File: src/rtl/hsn_pkg.sv
// shared types, constants and field layouts for the hangul syllable normalizer
package hsn_pkg;

    localparam int PT_W = 21;

    localparam logic [PT_W-1:0] SYL_BASE  = 21'h00AC00;
    localparam logic [PT_W-1:0] SYL_LAST  = 21'h00D7A3;
    localparam logic [PT_W-1:0] LEAD_BASE = 21'h001100;
    localparam logic [PT_W-1:0] LEAD_LAST = 21'h001112;
    localparam logic [PT_W-1:0] VOW_BASE  = 21'h001161;
    localparam logic [PT_W-1:0] VOW_LAST  = 21'h001175;
    localparam logic [PT_W-1:0] TRL_BASE  = 21'h0011A7;
    localparam logic [PT_W-1:0] TRL_LAST  = 21'h0011C2;

    localparam int VOW_CNT = 21;
    localparam int TRL_CNT = 28;

    // reciprocal constants: s / 28 for s < 11172, q / 21 for q < 399
    localparam int RECIP28 = 37450;
    localparam int SHIFT28 = 20;
    localparam int RECIP21 = 781;
    localparam int SHIFT21 = 14;

    localparam int SOFF_W = 14;  // syllable offset, below 11172
    localparam int Q28_W  = 9;   // offset / 28, below 399
    localparam int IDX_W  = 5;   // lead, vowel or trailing index

    localparam int QUEUE_DEPTH = 4;

    typedef struct packed {
        logic [PT_W-1:0] code_point;
        logic            stream_end_in;
    } req_t;

    typedef struct packed {
        logic [PT_W-1:0] out_point;
        logic            run_last;
        logic            stream_end_out;
    } res_t;

    // one queued job: either a syllable to split or a list of up to two points
    typedef struct packed {
        logic             syl;
        logic [Q28_W-1:0] q28;
        logic [IDX_W-1:0] t_idx;
        logic [PT_W-1:0]  p0;
        logic [PT_W-1:0]  p1;
        logic [1:0]       cnt;
        logic             last_of_stream;
    } job_t;

endpackage

File: src/rtl/hangul_syllable_normalizer_top.sv
// top level of the hangul syllable normalizer: front end, job queue and emitter
//
// request channel (req_valid/req_ready/req): one code point per request with an
// end-of-stream flag. result channel (res_valid/res_ready/res): one code point per
// result, run_last on the last result of a request, stream_end_out on the last
// result of the text. cfg_we/cfg_wdata writes the mode bit (0 decompose, 1 compose)
// at once; write it only while the block is idle.
// a request's job is queued; its results leave from the output register.
// throughput: one request per cycle; the emitter moves one result per cycle while
// the receiver keeps up, so a decomposed syllable holds it and the job queue
// (QUEUE_DEPTH jobs) takes the slack. a compose request that only joins makes no
// result and no job. req_ready drops only while the job queue is full.
// reset: decompose mode, nothing held, queue and output register empty.
// receiver stall: the output register holds its result, the emitter waits, the
// queue fills and then req_ready falls; nothing is lost or repeated.
module hangul_syllable_normalizer_top #(
    parameter int QUEUE_DEPTH = hsn_pkg::QUEUE_DEPTH
) (
    input  logic          clk,
    input  logic          rst_n,
    input  logic          cfg_we,
    input  logic          cfg_wdata,
    input  logic          req_valid,
    output logic          req_ready,
    input  hsn_pkg::req_t req,
    output logic          res_valid,
    input  logic          res_ready,
    output hsn_pkg::res_t res
);

    logic          accept;
    logic          push;
    hsn_pkg::job_t push_job;
    logic          pop;
    logic          full;
    logic          empty;
    hsn_pkg::job_t head;

    // a request is taken whenever the queue has room for its job
    assign req_ready = !full;
    assign accept    = req_valid && req_ready;

    // classify, track the held point, build the job
    hsn_front u_front (
        .clk       (clk),
        .rst_n     (rst_n),
        .cfg_we    (cfg_we),
        .cfg_wdata (cfg_wdata),
        .accept    (accept),
        .req       (req),
        .push      (push),
        .job       (push_job)
    );

    // decouples intake from result emission
    hsn_queue #(
        .DEPTH (QUEUE_DEPTH)
    ) u_queue (
        .clk      (clk),
        .rst_n    (rst_n),
        .push     (push),
        .push_job (push_job),
        .pop      (pop),
        .full     (full),
        .empty    (empty),
        .head     (head)
    );

    // one result per cycle into the output register while the receiver keeps up
    hsn_back u_back (
        .clk        (clk),
        .rst_n      (rst_n),
        .head       (head),
        .head_valid (!empty),
        .pop        (pop),
        .res_valid  (res_valid),
        .res_ready  (res_ready),
        .res        (res)
    );

endmodule

File: src/rtl/hsn_front.sv
// front end: mode register, request classification, compose hold state, job build
module hsn_front (
    input  logic               clk,
    input  logic               rst_n,
    input  logic               cfg_we,
    input  logic               cfg_wdata,
    input  logic               accept,
    input  hsn_pkg::req_t      req,
    output logic               push,
    output hsn_pkg::job_t      job
);

    logic                       mode_reg;
    logic [hsn_pkg::PT_W-1:0]   held_point_reg, held_point_next;
    logic                       held_valid_reg, held_valid_next;
    logic                       held_lv_reg, held_lv_next;

    logic [hsn_pkg::PT_W-1:0]   ch;
    logic                       ch_syl, ch_v, ch_t, h_l;
    logic [hsn_pkg::SOFF_W-1:0] soff;
    logic [29:0]                prod28;
    logic [hsn_pkg::Q28_W-1:0]  q28;
    logic [hsn_pkg::SOFF_W-1:0] rem28;
    logic [hsn_pkg::IDX_W-1:0]  t_idx;
    logic                       ch_lv;
    logic [hsn_pkg::IDX_W-1:0]  hl, cv, ct;
    logic [hsn_pkg::Q28_W-1:0]  lv_idx;
    logic [hsn_pkg::SOFF_W-1:0] lv_off;
    logic                       join_lv, join_lvt, joined;
    logic [hsn_pkg::PT_W-1:0]   new_held;
    logic                       release_held;

    assign ch     = req.code_point;
    assign ch_syl = (ch >= hsn_pkg::SYL_BASE) && (ch <= hsn_pkg::SYL_LAST);
    assign ch_v   = (ch >= hsn_pkg::VOW_BASE) && (ch <= hsn_pkg::VOW_LAST);
    assign ch_t   = (ch > hsn_pkg::TRL_BASE) && (ch <= hsn_pkg::TRL_LAST);
    assign h_l    = (held_point_reg >= hsn_pkg::LEAD_BASE)
                 && (held_point_reg <= hsn_pkg::LEAD_LAST);

    // offset / 28 by reciprocal, remainder is the trailing index
    assign soff   = hsn_pkg::SOFF_W'(ch - hsn_pkg::SYL_BASE);
    assign prod28 = 30'(soff) * 30'(hsn_pkg::RECIP28);
    assign q28    = prod28[hsn_pkg::SHIFT28 +: hsn_pkg::Q28_W];
    assign rem28  = soff - hsn_pkg::SOFF_W'(q28) * hsn_pkg::SOFF_W'(hsn_pkg::TRL_CNT);
    assign t_idx  = rem28[hsn_pkg::IDX_W-1:0];
    assign ch_lv  = ch_syl && (t_idx == '0);

    // compose joins
    assign hl      = hsn_pkg::IDX_W'(held_point_reg - hsn_pkg::LEAD_BASE);
    assign cv      = hsn_pkg::IDX_W'(ch - hsn_pkg::VOW_BASE);
    assign ct      = hsn_pkg::IDX_W'(ch - hsn_pkg::TRL_BASE);
    assign lv_idx  = hsn_pkg::Q28_W'(hl) * hsn_pkg::Q28_W'(hsn_pkg::VOW_CNT)
                   + hsn_pkg::Q28_W'(cv);
    assign lv_off  = hsn_pkg::SOFF_W'(lv_idx) * hsn_pkg::SOFF_W'(hsn_pkg::TRL_CNT);
    assign join_lv  = held_valid_reg && h_l && ch_v;
    assign join_lvt = held_valid_reg && !join_lv && held_lv_reg && ch_t;
    assign joined   = join_lv || join_lvt;
    assign release_held = held_valid_reg && !joined;

    always_comb
    begin
        if (join_lv)
        begin
            new_held = hsn_pkg::SYL_BASE + hsn_pkg::PT_W'(lv_off);
        end
        else if (join_lvt)
        begin
            new_held = held_point_reg + hsn_pkg::PT_W'(ct);
        end
        else
        begin
            new_held = ch;
        end
    end

    always_comb
    begin
        held_point_next = held_point_reg;
        held_valid_next = held_valid_reg;
        held_lv_next    = held_lv_reg;
        push            = 1'b0;
        job             = '0;
        job.last_of_stream = req.stream_end_in;
        job.q28         = q28;
        job.t_idx       = t_idx;
        if (accept)
        begin
            if (!mode_reg)
            begin
                held_point_next = '0;
                held_valid_next = 1'b0;
                held_lv_next    = 1'b0;
                push            = 1'b1;
                job.syl         = ch_syl;
                job.p0          = ch;
                job.p1          = ch;
                if (ch_syl)
                begin
                    job.cnt = (t_idx != '0) ? 2'd3 : 2'd2;
                end
                else
                begin
                    job.cnt = 2'd1;
                end
            end
            else
            begin
                job.p0  = release_held ? held_point_reg : new_held;
                job.p1  = new_held;
                job.cnt = 2'(release_held) + 2'(req.stream_end_in);
                push    = release_held || req.stream_end_in;
                if (req.stream_end_in)
                begin
                    held_point_next = '0;
                    held_valid_next = 1'b0;
                    held_lv_next    = 1'b0;
                end
                else
                begin
                    held_point_next = new_held;
                    held_valid_next = 1'b1;
                    held_lv_next    = join_lv ? 1'b1 : (join_lvt ? 1'b0 : ch_lv);
                end
            end
        end
    end

    always_ff @(posedge clk or negedge rst_n)
    begin
        if (!rst_n)
        begin
            mode_reg       <= 1'b0;
            held_point_reg <= '0;
            held_valid_reg <= 1'b0;
            held_lv_reg    <= 1'b0;
        end
        else
        begin
            if (cfg_we)
            begin
                mode_reg <= cfg_wdata;
            end
            held_point_reg <= held_point_next;
            held_valid_reg <= held_valid_next;
            held_lv_reg    <= held_lv_next;
        end
    end

endmodule

File: src/rtl/hsn_queue.sv
// small job queue between the front end and the emitter
module hsn_queue #(
    parameter int DEPTH = hsn_pkg::QUEUE_DEPTH
) (
    input  logic          clk,
    input  logic          rst_n,
    input  logic          push,
    input  hsn_pkg::job_t push_job,
    input  logic          pop,
    output logic          full,
    output logic          empty,
    output hsn_pkg::job_t head
);

    localparam int PW = (DEPTH > 1) ? $clog2(DEPTH) : 1;
    localparam int CW = $clog2(DEPTH + 1);

    hsn_pkg::job_t  slots_reg [DEPTH];
    logic [PW-1:0]  wr_ptr_reg, wr_ptr_next;
    logic [PW-1:0]  rd_ptr_reg, rd_ptr_next;
    logic [CW-1:0]  count_reg, count_next;
    logic           do_push, do_pop;

    assign full    = (count_reg == CW'(DEPTH));
    assign empty   = (count_reg == '0);
    assign head    = slots_reg[rd_ptr_reg];
    assign do_push = push && !full;
    assign do_pop  = pop && !empty;

    always_comb
    begin
        wr_ptr_next = wr_ptr_reg;
        rd_ptr_next = rd_ptr_reg;
        count_next  = count_reg;
        if (do_push)
        begin
            wr_ptr_next = (wr_ptr_reg == PW'(DEPTH - 1)) ? '0 : wr_ptr_reg + 1'b1;
        end
        if (do_pop)
        begin
            rd_ptr_next = (rd_ptr_reg == PW'(DEPTH - 1)) ? '0 : rd_ptr_reg + 1'b1;
        end
        if (do_push && !do_pop)
        begin
            count_next = count_reg + 1'b1;
        end
        else if (do_pop && !do_push)
        begin
            count_next = count_reg - 1'b1;
        end
    end

    always_ff @(posedge clk)
    begin
        if (do_push)
        begin
            slots_reg[wr_ptr_reg] <= push_job;
        end
    end

    always_ff @(posedge clk or negedge rst_n)
    begin
        if (!rst_n)
        begin
            wr_ptr_reg <= '0;
            rd_ptr_reg <= '0;
            count_reg  <= '0;
        end
        else
        begin
            wr_ptr_reg <= wr_ptr_next;
            rd_ptr_reg <= rd_ptr_next;
            count_reg  <= count_next;
        end
    end

endmodule

File: src/rtl/hsn_back.sv
// back end: expands one queued job into results, one per cycle unless res_ready stalls, into the output register
module hsn_back (
    input  logic          clk,
    input  logic          rst_n,
    input  hsn_pkg::job_t head,
    input  logic          head_valid,
    output logic          pop,
    output logic          res_valid,
    input  logic          res_ready,
    output hsn_pkg::res_t res
);

    logic [1:0]                 idx_reg, idx_next;
    logic                       res_valid_reg, res_valid_next;
    hsn_pkg::res_t              res_reg, res_next;
    logic                       load, last;
    logic [18:0]                prod21;
    logic [hsn_pkg::IDX_W-1:0]  l_idx, v_idx;
    logic [hsn_pkg::PT_W-1:0]   point;

    // lead index = offset / 28 / 21 by reciprocal, vowel index is the remainder
    assign prod21 = 19'(head.q28) * 19'(hsn_pkg::RECIP21);
    assign l_idx  = prod21[hsn_pkg::SHIFT21 +: hsn_pkg::IDX_W];
    assign v_idx  = hsn_pkg::IDX_W'(head.q28
                  - hsn_pkg::Q28_W'(l_idx) * hsn_pkg::Q28_W'(hsn_pkg::VOW_CNT));

    always_comb
    begin
        case (idx_reg)
            2'd0:    point = head.syl ? hsn_pkg::LEAD_BASE + hsn_pkg::PT_W'(l_idx) : head.p0;
            2'd1:    point = head.syl ? hsn_pkg::VOW_BASE + hsn_pkg::PT_W'(v_idx) : head.p1;
            default: point = hsn_pkg::TRL_BASE + hsn_pkg::PT_W'(head.t_idx);
        endcase
    end

    assign load = head_valid && (!res_valid_reg || res_ready);
    assign last = (idx_reg + 2'd1 == head.cnt);
    assign pop  = load && last;

    always_comb
    begin
        idx_next       = idx_reg;
        res_valid_next = res_valid_reg;
        res_next       = res_reg;
        if (load)
        begin
            res_valid_next         = 1'b1;
            res_next.out_point      = point;
            res_next.run_last       = last;
            res_next.stream_end_out = last && head.last_of_stream;
            idx_next                = last ? 2'd0 : idx_reg + 2'd1;
        end
        else if (res_ready)
        begin
            res_valid_next = 1'b0;
        end
    end

    always_ff @(posedge clk)
    begin
        res_reg <= res_next;
    end

    always_ff @(posedge clk or negedge rst_n)
    begin
        if (!rst_n)
        begin
            idx_reg       <= 2'd0;
            res_valid_reg <= 1'b0;
        end
        else
        begin
            idx_reg       <= idx_next;
            res_valid_reg <= res_valid_next;
        end
    end

    assign res_valid = res_valid_reg;
    assign res       = res_reg;

endmodule

File: config.mk
export PLATFORM = sky130hd
export DESIGN_NAME = hangul_syllable_normalizer_top
export DESIGN_NICKNAME = d
export VERILOG_FILES = /design/src/rtl/hsn_pkg.sv /design/src/rtl/hangul_syllable_normalizer_top.sv /design/src/rtl/hsn_front.sv /design/src/rtl/hsn_queue.sv /design/src/rtl/hsn_back.sv
export SDC_FILE = /design/constraint.sdc
export NUM_CORES = 1
export LEC_CHECK = 0
export BUFFER_PORTS_ARGS = -buffer_cell sky130_fd_sc_hd__clkbuf_2
export CORE_ASPECT_RATIO = 0.6
export CORE_MARGIN = 4
export CORE_UTILIZATION = 40
export DETAILED_ROUTE_END_ITERATION = 8
export GPL_TIMING_DRIVEN = 1
export SLEW_MARGIN = 20
export SYNTH_ARGS = -nofsm -noshare
export SYNTH_HDL_FRONTEND = slang
export SYNTH_SLANG_ARGS = --single-unit
File: constraint.sdc
create_clock -name clk -period 15.45 [get_ports clk]
set_input_delay 3.09 -clock clk [delete_from_list [all_inputs] [get_ports clk]]
set_output_delay 3.09 -clock clk [all_outputs]
set_load 0.02 [all_outputs]
==> run metrics <==
vertical die dimension=177.3 um; area occupied by multi-input gates=9423 um^2; Die Width=290.2 um; flip-flop count of the largest register, all copies and words added=240; run status=finished, final reports clean; leading area contributor after synthesis=sky130_fd_sc_hd__edfxtp_1; routed len/inst=21.18 um; initial cell density of the core=0.4086; time the worst path needs with I/O delays and setup=10.05 ns; sequential element share of the synthesized area=0.4576; pin count of the biggest net entering global routing=61; type of element launching the critical path=input pin; initial antenna violation count=1; total count of hold-check failures in the final report=0; Core ar.=46790 um^2; aggregate routed wire length=47.18 mm; ratio of final minimum period to clock period=0.6506; number of maximum-capacitance violations=0; cells taking the most area after synthesis=sky130_fd_sc_hd__edfxtp_1 41%, sky130_fd_sc_hd__ha_1 14%, sky130_fd_sc_hd__mux4_2 6.6%; number of cells produced by synthesis=1535; wire length of the first global-routing pass=72.71 mm; buffer type at the clock tree root=sky130_fd_sc_hd__clkbuf_16; ys flop type=sky130_fd_sc_hd__edfxtp_1; RSZ-0062 raised after global routing=no; flop and latch count out of synthesis=297; endpoint arrival time on the critical path=10.36 ns; CTS tree=done; via count of the first global-routing pass=12120; Synth warnings=0; Total Negative Setup Slacks=0 ns; CP Max Fanout=9; total setup buffers inserted after CTS=0; number of enable-type register cells in the synthesized netlist=263; Gates resized, CTS repair=0; DRC marker count from the first detailed-route iteration=1148; worst-margin pin slew=1.099 ns; half-perimeter wire length of the detailed placement result=34.39 mm; endpoint type of the worst setup path=register; number of nets still failing antenna checks after routing=0; total standard cell area after synthesis=19120 um^2; top-level I/O count=53; Pins Over Slew Limit=0; via count of the routed design=12530; most common cell after layout, fill and taps aside=sky130_fd_sc_hd__edfxtp_1; Worst Path Class, Setup=input pin to register; cts bufs inserted=28; unique cell type count in the Yosys netlist=82; number of failing setup endpoints in the final timing report=0; area delta synth->final=9.503%; clock latency reported for the late side of the worst-skew pair=0.57 ns; area share of the leading cell type in the synthesized netlist=0.4131; fraction of final layout cells with drive strength greater than 1=0.1272; TritonCTS Sinks=297; Die Footprint=51470 um^2; most frequent cells in the layout=263 x sky130_fd_sc_hd__edfxtp_1, 215 x sky130_fd_sc_hd__ha_1, 191 x sky130_fd_sc_hd__inv_1, 79 x sky130_fd_sc_hd__nand2_1, 71 x sky130_fd_sc_hd__o21ai_0; floorplan row count=61; FILL cells=4259; count of TritonRoute iterations in the first routing pass=5; clock-pin transition on the worst setup and hold timing paths=0.06 ns; FF/Latch Area=8753 um^2; maximum frequency from static timing analysis=99.49 MHz; worst slack at placement=4.886 ns; number of remaining DRC errors=0; final weighted congestion of routability-driven global placement=0.9115; Synth async-reset ratio=0.1145; endpoint required time on the critical path=15.76 ns; hold-fix buffers at CTS=0; post-layout worst setup margin=5.399 ns; number of vias per cell after detailed routing=5.626; worst clock skew on the final layout=0.02316 ns; gr ovfl total=0; CTS max path bufs=3; global routing usage summed across all routing layers=0.1814; Post-Syn Nets=1833; per-instance average area after synthesis=12.45 um^2; relative max-transition margin=0.2631; nets=1872; worst hold path class=register to register; H-Tree Level Count=1; number of I/O port buffers=52
-- kinds of logic after synthesis --
| kind of cell | share of synthesized area |
|---|---|
| AO/OA/AOI/OAI | 0.1156 |
| flip-flops | 0.4576 |
| adder cells (fa/ha/maj) | 0.1983 |
| AND/OR/NAND/NOR | 0.07049 |
| buffers and inverters | 0.05059 |
| multiplexers | 0.07546 |
| XOR/XNOR | 0.03187 |
-- metrics by stage --
step	instance area [um^2]	util	std cells	hold WS, ns
floorplan	19120	-	1535	0.4562
global placement	20040	0.4284	2174	0.4862
detailed placement	20040	0.4284	2174	0.4884
CTS	20930	0.4474	2226	0.4978
global route	20930	0.4474	2227	0.5226
finish	20930	0.4474	2227	0.5016
-- final cells by class --
cell class | count | area share
Clock inverter | 9 | 0.003885
Timing Repair Buffer | 65 | 0.01709
Multi-Input combinational cell | 990 | 0.4501
Tap cell | 630 | 0.03765
Antenna cell | 1 | 0.0001195
Clock buffer | 43 | 0.03855
Sequential cell | 297 | 0.4181
Inverter | 192 | 0.03443
-- synth_stat cells (34+ instances only) --
master                     number
sky130_fd_sc_hd__nor2_1        52
sky130_fd_sc_hd__inv_1        191
sky130_fd_sc_hd__nand2_1       79
sky130_fd_sc_hd__edfxtp_1     263
sky130_fd_sc_hd__xnor2_1       45
sky130_fd_sc_hd__fa_1          55
sky130_fd_sc_hd__mux4_2        56
sky130_fd_sc_hd__ha_1         215
sky130_fd_sc_hd__clkbuf_1      40
sky130_fd_sc_hd__o21ai_0       71
sky130_fd_sc_hd__a21oi_1       59
sky130_fd_sc_hd__dfrtp_1       34
-- metal layers --
| layer | up-vias | part of all wire | global-route usage |
|---|---|---|---|
| met4 | 0 | 0.015 | 0.03152 |
| met3 | 63 | 0.086 | 0.04453 |
| met1 | 6196 | 0.50 | 0.2900 |
| met2 | 469 | 0.40 | 0.2489 |
| met5 | - | 0 | 0 |
| li1 | 5801 | - | - |
-- final timing paths --
check	start	to	slack [ns]	cells after the start
max	req[12]	u_queue.slots_reg[3][1]	5.40	24
min	u_queue.count_reg[2]	u_queue.count_reg[2]	0.50	1
max reg2reg	u_queue.rd_ptr_reg[0]	u_back.res[8]	6.34	30
min reg2reg	u_queue.count_reg[2]	u_queue.count_reg[2]	0.50	1
max in group asynchronous	rst_n	u_queue.rd_ptr_reg[0]	12.11	1
min in group asynchronous	rst_n	u_front.held_point_reg[3]	2.66	1
-- critical path: stages --
cell and delay, ns:
sky130_fd_sc_hd__clkbuf_2 0.21, sky130_fd_sc_hd__a21oi_1 0.14, sky130_fd_sc_hd__xnor2_1 0.43, sky130_fd_sc_hd__ha_1 0.25
sky130_fd_sc_hd__inv_1 0.05, sky130_fd_sc_hd__fa_1 0.48, sky130_fd_sc_hd__inv_1 0.05, sky130_fd_sc_hd__fa_1 0.54
sky130_fd_sc_hd__fa_1 0.46, sky130_fd_sc_hd__fa_1 0.55, sky130_fd_sc_hd__fa_1 0.43, sky130_fd_sc_hd__ha_1 0.32
sky130_fd_sc_hd__a211oi_1 0.22, sky130_fd_sc_hd__o21ai_0 0.11, sky130_fd_sc_hd__a221o_1 0.35, sky130_fd_sc_hd__a21oi_1 0.54
sky130_fd_sc_hd__nor2b_1 0.11, sky130_fd_sc_hd__nor2_1 0.14, sky130_fd_sc_hd__xnor2_1 0.23, sky130_fd_sc_hd__ha_1 0.32
sky130_fd_sc_hd__inv_1 0.08, sky130_fd_sc_hd__fa_1 0.49, sky130_fd_sc_hd__or4_1 0.53, sky130_fd_sc_hd__o21ba_2 0.23
Power is left out: the tool's default activity adds up to more than one toggle a clock period on the data nets, which glitch-free logic cannot reach.
